**src/rtl/hpq_pkg.sv**
```systemverilog
// Types and codes shared by the heap queue modules.
package hpq_pkg;

   localparam logic CMD_INSERT = 1'b0;
   localparam logic CMD_REMOVE = 1'b1;

   localparam logic [1:0] STATUS_OK    = 2'd0;
   localparam logic [1:0] STATUS_FULL  = 2'd1;
   localparam logic [1:0] STATUS_EMPTY = 2'd2;

   typedef enum logic [3:0] {
      ST_IDLE,
      ST_UP_READ,
      ST_UP_STEP,
      ST_DN_LAST,
      ST_DN_LOAD,
      ST_DN_READ,
      ST_DN_STEP,
      ST_PLACE,
      ST_FINISH
   } hpq_state_type;

   // Strobes from the controller to the datapath.
   typedef struct packed {
      logic start;
      logic rd_parent;
      logic up_step;
      logic rd_last;
      logic load_last;
      logic rd_child;
      logic dn_step;
      logic place;
      logic publish;
   } hpq_op_type;

   // Conditions reported by the datapath to the controller.
   typedef struct packed {
      logic full;
      logic empty;
      logic last_one;
      logic parent_gt;
      logic parent_root;
      logic leaf;
      logic swap;
   } hpq_flag_type;

endpackage

```
**src/rtl/hpq_ctrl.sv**
```systemverilog
// Sequencing state machine for insert with sift-up and remove with sift-down.
module hpq_ctrl import hpq_pkg::*; (
   input  logic         clock,
   input  logic         reset,
   input  logic         req_valid,
   input  logic         req_cmd,
   output logic         req_ready,
   output logic         rsp_valid,
   input  logic         rsp_ready,
   input  hpq_flag_type flag,
   output hpq_op_type   op
);
   hpq_state_type state_ff, state_in;
   logic          rsp_valid_ff, rsp_valid_in;
   logic          out_free;

   assign out_free = !rsp_valid_ff || rsp_ready;

   always_ff @(posedge clock) begin
      if (reset) begin
         state_ff     <= ST_IDLE;
         rsp_valid_ff <= 1'b0;
      end else begin
         state_ff     <= state_in;
         rsp_valid_ff <= rsp_valid_in;
      end
   end

   always_comb begin
      state_in = state_ff;
      unique case (state_ff)
         ST_IDLE: begin
            if (req_valid) begin
               if (req_cmd == CMD_INSERT) begin
                  if (flag.full) state_in = ST_FINISH;
                  else if (flag.empty) state_in = ST_PLACE;
                  else state_in = ST_UP_READ;
               end else begin
                  if (flag.empty || flag.last_one) state_in = ST_FINISH;
                  else state_in = ST_DN_LAST;
               end
            end
         end
         ST_UP_READ: state_in = ST_UP_STEP;
         ST_UP_STEP: begin
            if (!flag.parent_gt) state_in = ST_FINISH;
            else if (flag.parent_root) state_in = ST_PLACE;
            else state_in = ST_UP_READ;
         end
         ST_DN_LAST: state_in = ST_DN_LOAD;
         ST_DN_LOAD: state_in = ST_DN_READ;
         ST_DN_READ: state_in = flag.leaf ? ST_PLACE : ST_DN_STEP;
         ST_DN_STEP: state_in = flag.swap ? ST_DN_READ : ST_FINISH;
         ST_PLACE:   state_in = ST_FINISH;
         ST_FINISH: begin
            if (out_free) state_in = ST_IDLE;
         end
         default:    state_in = ST_IDLE;
      endcase
   end

   always_comb begin
      op        = '0;
      req_ready = 1'b0;
      unique case (state_ff)
         ST_IDLE: begin
            req_ready = 1'b1;
            op.start  = req_valid;
         end
         ST_UP_READ: op.rd_parent = 1'b1;
         ST_UP_STEP: op.up_step   = 1'b1;
         ST_DN_LAST: op.rd_last   = 1'b1;
         ST_DN_LOAD: op.load_last = 1'b1;
         ST_DN_READ: op.rd_child  = 1'b1;
         ST_DN_STEP: op.dn_step   = 1'b1;
         ST_PLACE:   op.place     = 1'b1;
         ST_FINISH:  op.publish   = out_free;
         default: ;
      endcase
   end

   // The response register is loaded on publish and drained by a transfer.
   always_comb begin
      if (op.publish) rsp_valid_in = 1'b1;
      else if (rsp_ready) rsp_valid_in = 1'b0;
      else rsp_valid_in = rsp_valid_ff;
   end

   assign rsp_valid = rsp_valid_ff;
endmodule

```
**config.mk**
```make
export PLATFORM = sky130hd
export DESIGN_NAME = hpq_ctrl
export DESIGN_NICKNAME = d
export VERILOG_FILES = /design/src/rtl/hpq_pkg.sv /design/src/rtl/hpq_ctrl.sv
export SDC_FILE = /design/constraint.sdc
export NUM_CORES = 1
export LEC_CHECK = 0
export ABC_AREA = 0
export BUFFER_PORTS_ARGS = -buffer_cell sky130_fd_sc_hd__clkbuf_2
export CORE_AREA = 10 10 47 49
export DETAILED_ROUTE_END_ITERATION = 12
export DIE_AREA = 0 0 57 59
export GPL_ROUTABILITY_DRIVEN = 1
export PLACE_DENSITY = 0.67
export SLEW_MARGIN = 10
export SYNTH_ARGS = -nofsm -noshare
export SYNTH_HDL_FRONTEND = slang
export SYNTH_SLANG_ARGS = --single-unit
```
**constraint.sdc**
```tcl
create_clock -name clock -period 2.7 [get_ports clock]
set_input_delay 0 -clock clock [delete_from_list [all_inputs] [get_ports clock]]
set_output_delay 0 -clock clock [all_outputs]
set_load 0.05 [all_outputs]
```
==> results of run 1 <==
## logic make-up after synthesis
logic type	after synthesis	synth area share, %
buf+inv	6	9.01
flops	5	24.0
simple gates	35	50.1
compound gates	11	16.8
## where the power goes
group | internal, W | switching, W | leakage, nW
sequential | 0.0000813 | 0.0000205 | 0.0408
combinational | 0.0000445 | 0.0000886 | 0.176
clock | 0.0000557 | 0.0000285 | 0.0150
total | 0.000181 | 0.000138 | 0.232
## routing by layer
layer	wire [microns]	vias up	GRT usage, %
li1	-	247	-
met1	508	210	7.99
met2	599	15	11.9
met3	118	0	3.65
met4	0	0	3.02
met5	0	-	0
## through the flow
stage | instance area (sq um) | hold WS, ps | util, % | total power [W] | instances
2_1_floorplan | 417 | 72.1 | - | 0.000210 | 57
6_report | 549 | 79.6 | 39.2 | 0.000319 | 95
4_1_cts | 549 | 79.6 | 39.2 | 0.000323 | 95
5_1_grt | 549 | 113 | 39.2 | 0.000341 | 95
3_5_place_dp | 513 | 201 | 36.6 | 0.000236 | 90
3_3_place_gp | 513 | 198 | 36.6 | 0.000234 | 90
## path summary, 6_finish.rpt
| path | start | to | slack [ps] | depth (start not counted) |
|---|---|---|---|---|
| worst max-delay path | state_ff[1] | op[8] | 1070 | 3 |
| worst min-delay path | flag[2] | state_ff[2] | 80 | 3 |
| worst max register to register | state_ff[1] | state_ff[0] | 1230 | 4 |
| worst min register to register | rsp_valid | rsp_valid | 650 | 3 |
## synth_stat cells, drive strengths merged
library cell	number	share of area [%]
and2	2	3.0
o2bb2ai	1	2.1
nor2b	2	3.0
a311oi	1	2.1
o21ai	2	2.4
inv	1	0.90
nand2b	5	9.3
o21a	1	1.8
nor3	6	8.4
a31oi	4	6.0
dfxtp	5	24
nor3b	2	3.6
nor2	8	7.2
buf	5	8.1
or3	1	1.5
nand3	2	2.4
nand2	5	5.1
nor4	2	6.6
a21oi	2	2.4
## final cells by class
| type | count | share of cell area [%] |
|---|---|---|
| timing repair buffer | 23 | 21.9 |
| tap | 16 | 3.64 |
| inverter | 1 | 0.683 |
| multi-input combinational | 46 | 50.8 |
| sequential | 5 | 18.2 |
| clock buffer | 4 | 4.78 |
## state kept, by name, indices dropped and copies added (netlist names)
| name | flops |
|---|---|
| state_ff | 4 |
| rsp_valid | 1 |
## worst min-delay path: stages
cell and delay (ps):
clkbuf_2 80, nand3_1 100, a31oi_1 80
==> impl_metrics.tcl, run 1 <==
set metrics [dict create \
    clk_latency_ps 240 \
    grt_max_degree 13 \
    fillers 157 \
    multiInputGateArea_sq_um 279 \
    dp_hpwl_microns 972 \
    outcome "finished, final reports clean" \
    hold_violations 0 \
    cp.required_ps 2700 \
    clk_pin_slew_worst_paths_ps 40 \
    worst-slew-pin-transition_ps 504 \
    layout_commonest_cell "clkbuf_2" \
    cap_violations 0 \
    vias 472 \
    power_per_cell_area_mw_per_mm2 581 \
    crit_path_max_incr_delay_ps 480 \
    cts_tree "built" \
    syn-cell-area_sq_um 417 \
    crit_chain "nor4_4, and2_1, clkbuf_2" \
    synth_cell_types 25 \
    hold_path.class "in -> reg" \
    crit_arrival_ps 1630 \
    wl_per_cell_microns 12.9 \
    dp_slack_ps 1260 \
    fin_ws_ps 1070 \
    tns_ps 0 \
    grt_usage_pct 7.36 \
    worst_setup_path_end_kind "output port" \
    remaining_drc_errors 0 \
    detail-route-antenna-nets 0 \
    slowest_stage "nor4_4" \
    clock_path_buffers 2 \
    grt_pass1_wl_microns 2060 \
    syn2layout_area_growth_pct 31.8 \
    cts_hold_buffers 1 \
    syn_nets 69 \
    cts_inserted_buffers 3 \
    finalCritPeriodShare_pct 60.2 \
    numPortBuffers 22 \
    cts_setup_buffers 0 \
    ys_warn_count 0 \
    drive_gt1_share_pct 36.7 \
    drt-initial-drc-count 8 \
    setup_viol 0 \
    die_area_sq_mm 0.00336 \
    path_buf_inv 1 \
    seqCellArea_sq_um 100 \
    ir_drop_v 0.000267 \
    synth_cells 57 \
    crit_family "simple AND/OR/NAND/NOR gates" \
    p_leak_nw 0.232 \
    die_h_microns 59 \
    drv_slew 0 \
    fp-row-count 14 \
    ctsResizeCount 0 \
    via_per_inst 4.97 \
    skew_ps 2.64 \
    avgSynthCellArea_sq_um 7.31 \
    grt_pass1_vias 479 \
    diodes 0 \
    worstSetupPathType "reg -> out" \
    firstDrtPassIters 4 \
    crit_path_max_fanout 11 \
    rsz0062_at_grt "false" \
    initial_core_util_pct 29.7 \
    antenna_found_initial 0 \
    gp_congestion 0.863 \
    clock-sinks 5 \
    core-area_sq_mm 0.00140 \
    htreeDepth 1 \
    io_pins 23 \
    clock-root-buffer "clkbuf_4" \
    totalWireLength_microns 1230 \
    fin_nets 92 \
    fmax_mhz 615 \
    slew_headroom_pct 66.4 \
    synth-seq-cells 5 \
    fin_crit_ps 1630 \
    layout_common_cells "clkbuf_2 (22), nor2_1 (8), nor3_1 (5), dfxtp_1 (5)" \
    die_w_microns 57 \
    critPathLaunchType "flop" \
    ys_seq_area_share_pct 24.0 \
    overflow 0 \
]
No activity file was read; power rests on OpenSTA's default activity.
==> run 2, diff against run 1 <==
- PLACE_DENSITY: 0.67 -> 0.69
- clock period: 2.7 -> 1.3 ns (I/O delays scaled with it)
==> impl_metrics.tcl, run 2 (synthesis gave the netlist of run 1 again) <==
set metrics [dict create \
    met3_usage_pct 2.79 \
    tns_ps -27.7 \
    ir_drop_v 0.000511 \
    htreeDepth 1 \
    fillers 136 \
    fin_ws_ps -22.6 \
    drive_gt1_share_pct 61.5 \
    power_per_cell_area_mw_per_mm2 1020 \
    crit_chain "buf_6, nor4_4, and2_4, buf_12" \
    worst-slew-pin-transition_ps 330 \
    reg2regPathDepth 5 \
    clk_pin_slew_worst_paths_ps 40 \
    power_switching_w 0.000318 \
    hold_path.class "in -> reg" \
    dp_slack_ps 18.8 \
    clk_latency_ps 240 \
    grt_use_met1_pct 8.60 \
    crit_arrival_ps 1320 \
    grt_pass1_vias 523 \
    setup_viol 2 \
    p_leak_nw 0.328 \
    violations "setup timing" \
    antenna_found_initial 0 \
    layout_common_cells "clkbuf_2 (12), buf_4 (12), nor2_1 (6)" \
    cts_tree "built" \
    dp_hpwl_microns 1010 \
    syn2layout_area_growth_pct 88.0 \
    via_per_inst 4.74 \
    slew_headroom_pct 77.8 \
    drv_slew 0 \
    worst_setup_path_end_kind "output port" \
    drt-initial-drc-count 6 \
    outcome "finished, violations left" \
    skew_ps 3.14 \
    cts_inserted_buffers 3 \
    rsz0062_at_grt "true" \
    globalRouteMet2Util_pct 13.5 \
    fin_crit_ps 1320 \
    die_h_microns 59 \
    critPathLaunchType "flop" \
    pwr-share-clk_pct 21.7 \
    core-area_sq_mm 0.00140 \
    numPortBuffers 22 \
    die_area_sq_mm 0.00336 \
    slowest_stage "dfxtp_4" \
    regMostFlops "state_ff" \
    grt_pass1_wl_microns 2220 \
    fin_nets 104 \
    hold_violations 0 \
    totalWireLength_microns 1240 \
    gp_congestion 0.808 \
    firstDrtPassIters 2 \
    vias 507 \
    fmax_mhz 756 \
    wl_per_cell_microns 11.6 \
    worstSetupPathType "reg -> out" \
    initial_core_util_pct 29.7 \
    finalNonFillerCells 107 \
    grt_max_degree 11 \
    final_core_util_pct 55.9 \
    die_w_microns 57 \
    post-place-cells 98 \
    overflow 0 \
    clock-root-buffer "clkbuf_4" \
    grt_usage_pct 7.97 \
    pwr-share-seq_pct 24.6 \
    remaining_drc_errors 0 \
    share_comb_of_total_power_pct 53.7 \
    fp-row-count 14 \
    cap_violations 0 \
    io_pins 23 \
    clock_path_buffers 2 \
    p_int_w 0.000481 \
    whs_path_depth 3 \
    totalPowerFinal_w 0.000799 \
    largest_register_ffs 4 \
    seqCellArea_sq_um 113 \
    crit_path_max_fanout 5 \
    detail-route-antenna-nets 0 \
    crit_path_max_incr_delay_ps 350 \
    p_sw_share_pct 39.8 \
    clock-sinks 5 \
    multiInputGateArea_sq_um 334 \
    diodes 0 \
    finalCritPeriodShare_pct 102 \
    top_usage_layer "met2" \
    cp.required_ps 1300 \
]
==> run 2: cell types whose count changed in the layout (fill, tap and decap cells not counted), moves of 3 or more <==
cell | previous run | this run
nor3_1 | 5 | 0
buf_4 | 0 | 12
nor3_2 | 1 | 5
clkbuf_2 | 22 | 12
buf_6 | 0 | 5
dfxtp_1 | 5 | 1
dfxtp_4 | 0 | 3
==> run 2: area by class of cell <==
type	count	share of cell area [%]
inverter	1	0.479
clock buffer	4	3.35
sequential	5	14.4
timing repair buffer	35	36.6
multi-input combinational	46	42.7
tap	16	2.56
==> run 2: path summary, 6_finish.rpt <==
check	startpoint	to	slack, ps
worst min-delay path	flag[2]	state_ff[1]	60
worst max-delay path	state_ff[0]	op[8]	-20
worst min register to register	state_ff[3]	rsp_valid	610
worst max register to register	state_ff[0]	state_ff[0]	-10
==> run 2: power groups by stage <==
stage / combinational [W] / clock (W) / sequential [W]
detailed placement: 0.000354 / 0 / 0.000198
finish: 0.000429 / 0.000173 / 0.000196
floorplan: 0.000260 / 0 / 0.000190
CTS: 0.000409 / 0.000179 / 0.000197
global placement: 0.000352 / 0 / 0.000197
global route: 0.000460 / 0.000201 / 0.000199
==> run 2: worst max-delay path, delay by kind of cell (launching register included) <==
kind / cells / cell delay [ps]
simple gates: 2 / 500
buf+inv: 2 / 240
flops: 1 / 350
==> run 2: through the flow <==
stage	area, sq um	hold slack, ps
5_1_grt	783	71.1
4_1_cts	728	59.5
3_5_place_dp	606	193
6_report	783	57.5
2_1_floorplan	440	72.1
3_3_place_gp	606	191
==> run 2: timing repair <==
action | in CTS | in global routing
resized for setup | 20 | 19
pin swaps | 3 | 5
buffers inserted | 3 | 1
hold endpoints to repair | 2 | 0
setup endpoints to repair | 10 | 13
hold buffers | 1 | 0
==> run 2: routing by layer <==
metal / wire, microns / part of all wire [%]
met5: 0 / 0
met3: 62 / 5.0
met1: 541 / 44
met4: 17 / 1.4
met2: 622 / 50
